$ cat src/rtl/wheel_speed_pi_controller_core_assert.svh
// Assertion macros for the speed loop RTL.
`ifndef WHEEL_SPEED_PI_CONTROLLER_CORE_ASSERT_SVH
`define WHEEL_SPEED_PI_CONTROLLER_CORE_ASSERT_SVH

// Same-cycle implication, disabled during reset.
`define WSPC_ASSERT_NOW(label, clk, rst, ante, cons) \
  label: assert property (@(posedge clk) disable iff (rst) (ante) |-> (cons)) \
    else $error("wspc assertion failed");

// Next-cycle implication, disabled during reset.
`define WSPC_ASSERT_NEXT(label, clk, rst, ante, cons) \
  label: assert property (@(posedge clk) disable iff (rst) (ante) |=> (cons)) \
    else $error("wspc assertion failed");

`endif

$ cat src/rtl/wspc_pkg.sv
`default_nettype none

package wspc_pkg;

  // Multiplier operand / result widths
  localparam int A_W    = 32;
  localparam int B_W    = 25;
  localparam int PROD_W = A_W + B_W;
  localparam int ACC_W  = PROD_W + 1;
  localparam int GAIN_W = 24;
  localparam int ERR_W  = 18;
  localparam int SUM_W  = 34;

  // Low-pass coefficients, Q0.16
  localparam logic signed [B_W-1:0] COEF_OLD = 25'sd55706;
  localparam logic signed [B_W-1:0] COEF_NEW = 25'sd9830;

  localparam logic signed [ACC_W-1:0] ROUND_BIAS = 58'sd32768;
  localparam logic signed [ACC_W-1:0] TRUNC_BIAS = 58'sd67108863;  // 2^26 - 1
  localparam int FILT_LSB  = 16;
  localparam int DRIVE_LSB = 26;
  localparam int ERR_SHIFT = 14;

  localparam logic signed [SUM_W-1:0] INTEG_LIMIT = 34'sd163840000;  // 10000 in Q18.14
  localparam logic signed [15:0]      TILT_LIMIT  = 16'sd7680;       // 30 deg in Q8.8

  // Accumulator operations
  localparam logic [2:0] ACC_HOLD      = 3'd0;
  localparam logic [2:0] ACC_LOAD_BIAS = 3'd1;
  localparam logic [2:0] ACC_ADD_SHL   = 3'd2;
  localparam logic [2:0] ACC_LOAD_NEG  = 3'd3;
  localparam logic [2:0] ACC_SUB       = 3'd4;

  // Register indexes
  localparam logic REG_GAIN_P = 1'b0;
  localparam logic REG_GAIN_I = 1'b1;

  typedef struct packed {
    logic       prod_en;
    logic [2:0] acc_op;
  } mac_ctrl_t;

endpackage

`default_nettype wire

$ cat src/rtl/wspc_cfg.sv
`default_nettype none

module wspc_cfg
  import wspc_pkg::*;
(
  input  logic              clk,
  input  logic              rst,
  input  logic              psel,
  input  logic              penable,
  input  logic              pwrite,
  input  logic [2:0]        paddr,
  input  logic [31:0]       pwdata,
  output logic [31:0]       prdata,
  output logic              pready,
  output logic [GAIN_W-1:0] gain_p,
  output logic [GAIN_W-1:0] gain_i
);

  logic wr;

  assign pready = 1'b1;
  assign wr     = psel && penable && pwrite;

  // Word select on paddr[2]; byte offset bits ignored
  always_ff @(posedge clk) begin
    if (rst) begin
      gain_p <= '0;
      gain_i <= '0;
    end else if (wr) begin
      if (paddr[2] == REG_GAIN_P) begin
        gain_p <= pwdata[GAIN_W-1:0];
      end else begin
        gain_i <= pwdata[GAIN_W-1:0];
      end
    end
  end

  always_comb begin
    if (paddr[2] == REG_GAIN_P) begin
      prdata = {8'd0, gain_p};
    end else begin
      prdata = {8'd0, gain_i};
    end
  end

endmodule

`default_nettype wire

$ cat config.mk
export PLATFORM = sky130hd
export DESIGN_NAME = wspc_cfg
export DESIGN_NICKNAME = d
export VERILOG_FILES = /design/src/rtl/wheel_speed_pi_controller_core_assert.svh /design/src/rtl/wspc_pkg.sv /design/src/rtl/wspc_cfg.sv
export SDC_FILE = /design/constraint.sdc
export NUM_CORES = 1
export LEC_CHECK = 0
export BUFFER_PORTS_ARGS = -buffer_cell sky130_fd_sc_hd__buf_2
export CELL_PAD_IN_SITES_DETAIL_PLACEMENT = 1
export CELL_PAD_IN_SITES_GLOBAL_PLACEMENT = 1
export CORE_MARGIN = 1.5
export CORE_UTILIZATION = 33
export CTS_CLUSTER_SIZE = 16
export DETAILED_ROUTE_END_ITERATION = 8
export PLACE_DENSITY_LB_ADDON = 0.1
export REMOVE_ABC_BUFFERS = 1
export SLEW_MARGIN = 10
export SYNTH_ARGS = -nofsm -noshare
export SYNTH_HDL_FRONTEND = slang
export SYNTH_SLANG_ARGS = --single-unit
export TNS_END_PERCENT = 1
$ cat constraint.sdc
create_clock -name clk -period 1.4 [get_ports clk]
set_input_delay 0.21 -clock clk [delete_from_list [all_inputs] [get_ports clk]]
set_output_delay 0.21 -clock clk [all_outputs]
set_load 0.02 [all_outputs]
### Word level (Yosys, flattened, before mapping)

Cells that the tools add are included.

* reduce and logical (&&, ||, !) cells: 4
* multiplexer cells: 1
* bitwise operators: 1

Operator list (count)
* 24-bit two-way mux: 1
* 2-bit AND reduction: 2
* 1-bit logical AND: 2
* 1-bit NOT: 1

* register bits: 48
* output and inout port bits: 81
* input bits: 40
* logic and storage cells: 8

### Depth between registers and ports, before layout

* depth in word-level cells: 3
* gate-level depth with buffers: 5
* gate-level depth less buffers: 2

### Least setup slack after synthesis

OpenSTA, ideal clock, no wires.

* kind: in2out
* from: input paddr[2]
* to: output prdata[10]
* arrival: 0.920 ns
* stages: 3
* buffers on the path: 2
* slack: 0.270 ns
* data required time: 1.190 ns
* path through: buf_6 > buf_2 > mux2_2

* longest elaborated chain between the ends: 1

Ends and longest elaborated chain
* from (decl): line wspc_cfg.sv:11 `input logic [2:0] paddr,`
* 24-bit two-way mux: line wspc_cfg.sv:39 `if (paddr[2] == REG_GAIN_P) begin`
* to (decl): line wspc_cfg.sv:13 `output logic [31:0] prdata,`

Every way passes these cells.

### Final worst setup path

Ends and elaborated chain as after synthesis.

==> impl_results.md <==
* Outcome: finished, final reports clean
* FF-to-FF Start: gain_p[19]
* Vias/cell at 4.365
* Worst Path Arrival at 1.11 ns
* Die area at 7730 µm²
* Synth top area share at 40.38%
* Vias at 1,820
* Final period utilization at 93.97%
* Fin. Hold Viols at 0
* Clk pin slew, worst setup/hold paths at 0.09 ns
* Peak VDD IR at 424.9 µV
* Clk_lat worst skew at 0.30 ns
* CTS Hold Buffers Added at 0
* Total track usage at 14.29%
* Crit-path max FO at 11
* Startpoint types: primary input
* Yosys Warn Count at 0
* CP Data Required Time at 1.19 ns
* MaxCap Viol Count at 0
* DRT antenna net count at 0
* Fin Hold WS at 0.1940 ns
* Port Buffers at 101
* Core area at 6869 µm²
* CTS tree: built
* Synth area leaders: dfxtp_1 (40%), mux2i_1 (20%), nand2b_1 (19%)
* Hold Crit Class: in2reg
* EDFF count, synth at 0
* Footprint of the multi-input gates at 1275 µm²
* Setup TNS at 0 ns
* Synth-to-Final Area Change at 28.44%
* Syn Area/Cell at 10.67 µm²
* R2r setup slk at 0.75 ns
* Die Width at 87.92 µm
* Crit path kind: in2out
* 1st-iter DRT viols at 32
* Gr ovfl total at 0
* Sink Count at 48
* Post-route setup slack at 0.08444 ns
* Post-DP HPWL at 3889 µm
* Hold depth at 3
* Dpl ws at 0.02485 ns
* Num rows at 30
* Clk_skew at 0 ns
* Die height at 87.92 µm
* HP Start: pwdata[5]
* Post-Syn Instances at 223
* Leakage at 1.581 nW
* Routed WL per cell at 13.26 µm
* CTS buffer count at 5
* Clock tree root buffer cell: clkbuf_8
* Sequential Area at 960.9 µm²
* Most instantiated cells after synthesis: nand2b_1 (72), dfxtp_1 (48), mux2i_1 (48)
* Slew Viols, Final at 0
* Hold Path End: gain_i[5]
* # diodes at 0
* PwrDens at 864.3 nW/µm²
* FF-to-FF path depth at 2
* Initial antenna violation count at 0
* RSZ-0062 raised after global routing: no
* Post-layout min period at 1.316 ns
* First-pass GRT wire length at 8521 µm
* I/O Pins at 121
* Most instantiated library cell after synthesis: nand2b_1
* Routability-driven placement congestion ratio at 0.6787
* Starting Density at 34.64%
* Vias in the first global route at 1,709
* Async SR Flop Fraction at 0%
* Mapped cell area at 2380 µm²
* Drt pass-1 iters at 4
* Synth area leader: dfxtp_1
* Maximum number of pins on one net before global-route repair at 73
* Share of cells above drive strength 1 at 43.30%
* Cells after DPL at 409
* Fill count at 818
* Ys flop type: dfxtp_1
* Final non-filler cell total at 417
* Number of remaining DRC errors at 0
* Final net count at 360
* Worst Setup End Kind: output port
* Final WL at 5529 µm
* Netlist cell types at 14
* Sequential element share of the synthesized area at 40.38%
* Final Setup Violations at 0
* H-Tree Depth at 2
* CTS max path bufs at 2
* Synthesis-stage register bit count at 48
* RR Endpoint: gain_p[19]
* Max Fclk at 0.7601 GHz
-- cells by family after synthesis --
family	count (synthesis)	synth area share [%]
buf+inv	25	7.150
flops	48	40.38
simple gates	76	20.61
other cells	2	0.3156
mux	72	31.55
-- cell usage in the layout (no fill, tap or decap) --
master / netlist / routed
buf_2: 3 / 100
nand2b_1: 72 / 72
mux2i_1: 48 / 48
dfxtp_1: 48 / 48
mux2_2: 24 / 24
conb_1: 2 / 9
clkbuf_8: 0 / 6
buf_12: 1 / 4
buf_4: 11 / 3
clkbuf_1: 8 / 2
and4b_1: 1 / 1
and4_1: 1 / 1
nand4_1: 1 / 1
nand4b_2: 1 / 1
clkbuf_4: 0 / 1
-- worst max-delay path by stage --
| stage | start | to | cells past startpoint |
|---|---|---|---|
| 5_1_grt | paddr[2] | prdata[0] | 4 |
| 3_3_place_gp | paddr[2] | prdata[10] | 4 |
| 4_1_cts | paddr[2] | prdata[10] | 4 |
| 6_report | paddr[2] | prdata[10] | 4 |
| 2_1_floorplan | pwrite | gain_i[0] | 2 |
| 3_5_place_dp | paddr[2] | prdata[10] | 4 |
-- final cells by class --
| class | count | area share [%] |
|---|---|---|
| timing repair buffer | 108 | 19.98 |
| multi-input combinational | 157 | 41.71 |
| sequential | 48 | 31.44 |
| tap | 96 | 3.930 |
| clock buffer | 8 | 2.947 |
-- metrics by stage --
| step | power (W) | area, µm² | util (%) |
|---|---|---|---|
| 3_3_place_gp | 0.001822 | 2964 | 43.15 |
| 2_1_floorplan | 0.001656 | 2236 | - |
| 5_1_grt | 0.002776 | 3057 | 44.50 |
| 4_1_cts | 0.002692 | 3054 | 44.46 |
| 3_5_place_dp | 0.001827 | 2964 | 43.15 |
| 6_report | 0.002642 | 3057 | 44.50 |
-- critical path, stage by stage --
cell and delay [ns]:
clkbuf_4 0.22, buf_12 0.17, mux2_2 0.34, buf_2 0.16
-- state kept, by name (all words and copies together) (netlist names) --
| name | flops |
|---|---|
| gain_i | 24 |
| gain_p | 24 |
-- what timing repair did --
item / 4_1_cts / 5_1_grt
endpoints found under the hold margin: 0 / 0
endpoints found under the setup margin: 0 / 7
buffers inserted: 0 / 0
gates resized for setup: 0 / 1
-- report_power, final --
group	switching, W	total (W)	internal [W]	leakage, nW
sequential	0.0000218	0.00142	0.00139	0.388
clock	0.000446	0.000850	0.000404	0.0455
combinational	0.000205	0.000376	0.000170	1.15
-- per-layer routing --
metal  global-route usage (%)  vias to the layer above  wire [µm]
li1                         -                      917          -
met1                    19.66                      831       2740
met2                    21.58                       68       2387
met3                    3.864                        4        339
met4                    4.762                        0         62
met5                        0                        -          0
No activity file was read; power rests on OpenSTA's default activity.
