File: config.mk
export PLATFORM = sky130hd
export DESIGN_NAME = wspc_mac
export DESIGN_NICKNAME = d
export VERILOG_FILES = /design/src/rtl/wheel_speed_pi_controller_core_assert.svh /design/src/rtl/wspc_pkg.sv /design/src/rtl/wspc_mac.sv
export SDC_FILE = /design/constraint.sdc
export NUM_CORES = 2
export LEC_CHECK = 0
export BUFFER_PORTS_ARGS = -buffer_cell sky130_fd_sc_hd__buf_2
export CORE_MARGIN = 5
export CORE_UTILIZATION = 45
export CTS_CLUSTER_DIAMETER = 50
export CTS_CLUSTER_SIZE = 10
export DETAILED_ROUTE_END_ITERATION = 8
export HOLD_SLACK_MARGIN = 0.06
export PLACE_DENSITY = 0.59
export REMOVE_ABC_BUFFERS = 1
export SLEW_MARGIN = 0
export SYNTH_ARGS = -nofsm -noshare
export SYNTH_HDL_FRONTEND = slang
export SYNTH_SLANG_ARGS = --single-unit
File: constraint.sdc
create_clock -name clk -period 16.92 [get_ports clk]
set_input_delay 0.846 -clock clk [delete_from_list [all_inputs] [get_ports clk]]
set_output_delay 0.846 -clock clk [all_outputs]
set_load 0.1 [all_outputs]
File: src/rtl/wheel_speed_pi_controller_core_assert.svh
// Assertion macros for the speed loop RTL.
`ifndef WHEEL_SPEED_PI_CONTROLLER_CORE_ASSERT_SVH
`define WHEEL_SPEED_PI_CONTROLLER_CORE_ASSERT_SVH

// Same-cycle implication, disabled during reset.
`define WSPC_ASSERT_NOW(label, clk, rst, ante, cons) \
  label: assert property (@(posedge clk) disable iff (rst) (ante) |-> (cons)) \
    else $error("wspc assertion failed");

// Next-cycle implication, disabled during reset.
`define WSPC_ASSERT_NEXT(label, clk, rst, ante, cons) \
  label: assert property (@(posedge clk) disable iff (rst) (ante) |=> (cons)) \
    else $error("wspc assertion failed");

`endif

File: src/rtl/wspc_pkg.sv
`default_nettype none

package wspc_pkg;

  // Multiplier operand / result widths
  localparam int A_W    = 32;
  localparam int B_W    = 25;
  localparam int PROD_W = A_W + B_W;
  localparam int ACC_W  = PROD_W + 1;
  localparam int GAIN_W = 24;
  localparam int ERR_W  = 18;
  localparam int SUM_W  = 34;

  // Low-pass coefficients, Q0.16
  localparam logic signed [B_W-1:0] COEF_OLD = 25'sd55706;
  localparam logic signed [B_W-1:0] COEF_NEW = 25'sd9830;

  localparam logic signed [ACC_W-1:0] ROUND_BIAS = 58'sd32768;
  localparam logic signed [ACC_W-1:0] TRUNC_BIAS = 58'sd67108863;  // 2^26 - 1
  localparam int FILT_LSB  = 16;
  localparam int DRIVE_LSB = 26;
  localparam int ERR_SHIFT = 14;

  localparam logic signed [SUM_W-1:0] INTEG_LIMIT = 34'sd163840000;  // 10000 in Q18.14
  localparam logic signed [15:0]      TILT_LIMIT  = 16'sd7680;       // 30 deg in Q8.8

  // Accumulator operations
  localparam logic [2:0] ACC_HOLD      = 3'd0;
  localparam logic [2:0] ACC_LOAD_BIAS = 3'd1;
  localparam logic [2:0] ACC_ADD_SHL   = 3'd2;
  localparam logic [2:0] ACC_LOAD_NEG  = 3'd3;
  localparam logic [2:0] ACC_SUB       = 3'd4;

  // Register indexes
  localparam logic REG_GAIN_P = 1'b0;
  localparam logic REG_GAIN_I = 1'b1;

  typedef struct packed {
    logic       prod_en;
    logic [2:0] acc_op;
  } mac_ctrl_t;

endpackage

`default_nettype wire

File: src/rtl/wspc_mac.sv
`default_nettype none

module wspc_mac
  import wspc_pkg::*;
(
  input  logic                    clk,
  input  mac_ctrl_t               ctrl,
  input  logic signed [A_W-1:0]   op_a,
  input  logic signed [B_W-1:0]   op_b,
  output logic signed [ACC_W-1:0] acc
);

  logic signed [PROD_W-1:0] prod;
  logic signed [ACC_W-1:0]  prod_x;

  assign prod_x = ACC_W'(prod);

  always_ff @(posedge clk) begin
    if (ctrl.prod_en) begin
      prod <= op_a * op_b;
    end
    unique case (ctrl.acc_op)
      ACC_HOLD:      acc <= acc;
      ACC_LOAD_BIAS: acc <= prod_x + ROUND_BIAS;
      ACC_ADD_SHL:   acc <= acc + (prod_x <<< ERR_SHIFT);
      ACC_LOAD_NEG:  acc <= -prod_x;
      ACC_SUB:       acc <= acc - prod_x;
      default:       acc <= acc;
    endcase
  end

endmodule

`default_nettype wire

# Word-level counts from Yosys, hierarchy flattened
# Cells that the tools add are included.
classes:
  add_sub_neg: 4
  n_mul: 1
  eq_ne: 4
  muxes: 1
  n_reduce_logical: 1
ops:
  columns: ["operator", "n"]
  rows:
  - ["58-bit one-hot mux with 4 select lines", 1]
  - ["57-bit by 17-bit adder with 58-bit output (second input constant)", 1]
  - ["58-bit adder", 1]
  - ["57-bit negation with 58-bit output", 1]
  - ["58-bit by 57-bit subtractor with 58-bit output", 1]
  - ["32-bit by 25-bit multiplier with 57-bit output", 1]
  - ["3-bit by 2-bit == test with 1-bit output (second input constant)", 2]
  - ["4-bit nonzero test", 1]
  - ["3-bit by 1-bit == test with 1-bit output (second input constant)", 1]
  - ["3-bit == test (second input constant)", 1]
word_totals:
  reg_bits: 115
  inputBits: 62
  output_inout_bits: 58
  elab_cells: 13

# Depth between registers and ports, before layout
depth:
  ltp_word: 2
  depth_mapped: 27
  ltp_nobuf: 26

# Worst setup path before layout
# No wires, ideal clock.
synth_path:
  kind: "input -> register"
  from: "input op_a[23]"
  to: "register prod[55] (data pin)"
  setup_time_ps: 258
  t_arrival_ps: 7109
  required_time_ps: 16662
  slack_ps: 9554
  path_stages: 25
  n_path_buf: 1
  cell_sequence: "clkbuf_1 -> nand2_1 -> fa_1 -> inv_1 -> fa_1 -> inv_1 -> fa_1 -> fa_1 -> inv_1 -> fa_1 -> fa_1 -> inv_1 -> fa_1 -> inv_1 -> ha_1 -> and3_2 -> nand4_1 -> or3_1 -> a2111oi_2 -> a211o_2 -> o21a_4 -> a211oi_2 -> o311ai_1 -> a21oi_1 -> xnor2_1"
synth_between:
  elab_chain_cells: 1
synth_lines:
  columns: ["element", "line_no", "source"]
  rows:
  - ["start, declared", "wspc_mac.sv:8", "input logic signed [A_W-1:0] op_a,"]
  - ["32-bit by 25-bit multiplier with 57-bit output", "wspc_mac.sv:20", "prod <= op_a * op_b;"]
  - ["end signal, assigned", "wspc_mac.sv:20", null]
  - ["end, declared", "wspc_mac.sv:13", "logic signed [PROD_W-1:0] prod;"]
# No other way between the ends.
# A chain may end at the register's enable or synchronous reset.

# Worst setup path in the final report
layout_path:
  from: "input op_b[1]"
  to: "register prod[54] (data pin)"
layout_between:
  elab_chain_cells: 1
layout_lines:
  columns: ["element", "line_no", "source"]
  rows:
  - ["start, declared", "wspc_mac.sv:9", "input logic signed [B_W-1:0] op_b,"]
  - ["32-bit by 25-bit multiplier with 57-bit output", "wspc_mac.sv:20", null]
# No other way between the ends.

==> impl_metrics.json <==
{
  "status": "complete, no violations",
  "antenna_found_initial": 0,
  "ys.flop_type": "edfxtp_1",
  "area_growth_pct": 4.63,
  "vias": 32000,
  "cp_max_fo": 32,
  "grt-ovfl-total": 0,
  "setup_violations": 0,
  "startpoint_type": "input pin",
  "syn_area_per_cell_um2": 8.85,
  "first_global_vias": 33400,
  "multiInputGateArea_um2": 33100,
  "route.detailed.drc": 0,
  "grt_max_degree": 58,
  "yosysMostFrequentCell": "inv_1",
  "nets": 5661,
  "slew_viol_final": 0,
  "fin_skew_ns": 0.0106,
  "worst-r2r-cell-count": 12,
  "ys_ff_latch": 115,
  "r2r_end": "acc[54]",
  "fmax_mhz": 126,
  "dieHeight_um": 310,
  "dieWidth_um": 310,
  "start_util_pct": 45.3,
  "finalCriticalPeriod_ns": 7.96,
  "endpoint_kind": "register",
  "core_area_um2": 89700,
  "gp_congestion": 0.931,
  "slew_headroom_pct": 34.7,
  "register_area_um2": 3450,
  "synth_top_cells_by_count": "877 x inv_1, 821 x fa_1, 519 x nand2_1",
  "row_count": 110,
  "fill_cells": 8912,
  "ctsLongestPathBuffers": 2,
  "first_iter_violations": 2347,
  "track_usage_pct": 26.3,
  "holdBufCountCts": 0,
  "arrival_ns": 8.14,
  "portBuffers": 119,
  "via_per_inst": 5.60,
  "layout-drive-gt1-share_pct": 4.35,
  "syn_area_um2": 40600,
  "synth_top_cell_by_area": "fa_1",
  "cts_tree": "done",
  "max_cap_viol_count": 0,
  "worstPathRequired_ns": 17.10,
  "timing.final.crit_share_pct": 47.1,
  "cts_buffers": 17,
  "io_pins": 120,
  "critPathKind": "in2reg",
  "cts_resized": 0,
  "clk-insertion-delay-late_ns": 0.44,
  "synth-edff-count": 115,
  "synth.yosys.seq_area_share_pct": 8.50,
  "place_hpwl_mm": 96.1,
  "n_antenna_cell": 0,
  "synthDominantCellAreaShare_pct": 40.5,
  "final_antenna_net_count": 0,
  "rsz0062_at_grt": "no",
  "post-cts-setup-buffers": 0,
  "worst_pin_slew_ns": 0.980,
  "cts_max_level": 4,
  "syn_inst": 4588,
  "cts.reportedPaths.clkPinSlew_ns": 0.06,
  "hp-class": "reg2reg",
  "wl_mm": 125,
  "firstDrtPassIters": 8,
  "dieArea_um2": 96400,
  "async_flop_share_pct": 0,
  "worstReg2RegStart": "prod[31]",
  "setup_tns_ns": 0,
  "root_buffer": "clkbuf_16",
  "regToRegSetupSlack_ns": 12.45,
  "grt_pass1_wl_mm": 196,
  "startpoint": "op_b[1]",
  "yosys-top-cells-area": "fa_1 40%, edfxtp_1 8.5%, inv_1 8.1%",
  "routedWlPerCell_um": 21.9,
  "yosysWarningCount": 0,
  "ys_types": 89,
  "clock-sinks": 115,
  "hold_viol_final": 0,
  "crit_path_end": "prod[54]"
}
## metal layers
layer  vias up  track usage (%)  part of all wire, %
li1      14300                -                    -
met1     16200             38.7                   45
met2      1250             40.8                   44
met3       197             4.00                  8.1
met4         0             7.20                  2.9
met5         -                0                    0
## logic make-up after synthesis
kind of cell | Yosys count | share of synthesized area, %
adder cells (fa/ha/maj) | 1079 | 48.4
buffers and inverters | 1097 | 10.2
AO/OA/AOI/OAI | 706 | 11.1
flip-flops | 115 | 8.50
XOR/XNOR | 193 | 4.16
AND/OR/NAND/NOR | 1389 | 17.4
multiplexers | 9 | 0.225
## cell type report
type,instances,area share (%)
Inverter,878,7.76
Timing Repair Buffer,132,1.63
Clock inverter,12,0.218
Multi-Input combinational cell,3376,77.8
Clock buffer,19,1.02
Sequential cell,115,8.13
Tap cell,1176,3.46
## cells in the final DEF (no fill, tap or decap), types with 9 or more instances in the layout
| cell type | Yosys | layout |
|---|---|---|
| and3_1 | 27 | 27 |
| or3_1 | 22 | 22 |
| nor2b_1 | 48 | 48 |
| o22ai_1 | 20 | 20 |
| nand3_1 | 73 | 73 |
| edfxtp_1 | 115 | 115 |
| a211oi_1 | 28 | 28 |
| nand2_1 | 519 | 519 |
| o31ai_1 | 15 | 15 |
| xnor2_1 | 146 | 145 |
| inv_1 | 877 | 877 |
| nand4_1 | 46 | 46 |
| a21o_1 | 79 | 79 |
| o21bai_1 | 27 | 27 |
| fa_1 | 821 | 821 |
| a31oi_1 | 19 | 19 |
| o221ai_1 | 19 | 19 |
| nor3_1 | 50 | 50 |
| clkbuf_16 | 0 | 17 |
| o21ai_1 | 13 | 13 |
| buf_2 | 8 | 119 |
| and2_1 | 408 | 408 |
| nor2_1 | 115 | 113 |
| o21ai_0 | 143 | 143 |
| nor4_1 | 10 | 10 |
| buf_4 | 0 | 13 |
| a22oi_1 | 12 | 12 |
| and4_1 | 10 | 10 |
| o211ai_1 | 24 | 24 |
| o21a_1 | 23 | 23 |
| nand2b_1 | 26 | 26 |
| a21oi_1 | 206 | 206 |
| xor2_1 | 47 | 47 |
| a221oi_1 | 11 | 11 |
| a221o_1 | 9 | 9 |
| ha_1 | 258 | 258 |
## how the worst min path moves through the flow
stage / cells past startpoint / endpoint / from / slack [ns]
2_1_floorplan: 2 / acc[4] / prod[4] / 0.60
3_3_place_gp: 2 / acc[0] / prod[0] / 0.71
3_5_place_dp: 2 / acc[4] / prod[4] / 0.72
4_1_cts: 2 / acc[4] / prod[4] / 0.73
5_1_grt: 2 / acc[0] / prod[0] / 0.77
6_report: 2 / acc[4] / prod[4] / 0.73
## flip-flops by register name (all words and copies together), names as in the netlist
register  flops
acc          58
prod         57
## worst max-delay path, stage by stage
cell and delay, ns:
buf_2 0.58, nand2_1 0.21, inv_1 0.16, fa_1 0.55
fa_1 0.72, inv_1 0.22, fa_1 0.52, inv_1 0.05
fa_1 0.48, fa_1 0.51, fa_1 0.49, inv_1 0.05
fa_1 0.47, inv_1 0.04, ha_1 0.35, nand4_1 0.20
or3_1 0.41, a211oi_1 0.37, o31ai_1 0.18, a21boi_1 0.26
o21ai_0 0.12, o21ai_0 0.23, xor2_1 0.09
## metrics by stage
| step | hold slack, ns | instances | setup WS [ns] | instance area, µm² | utilization (%) |
|---|---|---|---|---|---|
| finish | 0.726 | 5708 | 8.96 | 42500 | 47.4 |
| global route | 0.774 | 5708 | 8.54 | 42500 | 47.4 |
| CTS | 0.730 | 5708 | 8.88 | 42500 | 47.4 |
| detailed placement | 0.721 | 5677 | 8.41 | 42000 | 46.8 |
| global placement | 0.711 | 5677 | 8.54 | 42000 | 46.8 |
| floorplan | 0.601 | 4369 | 9.77 | 39800 | - |
Power is left out: the tool's default activity adds up to more than one toggle a clock period on the data nets, which glitch-free logic cannot reach.
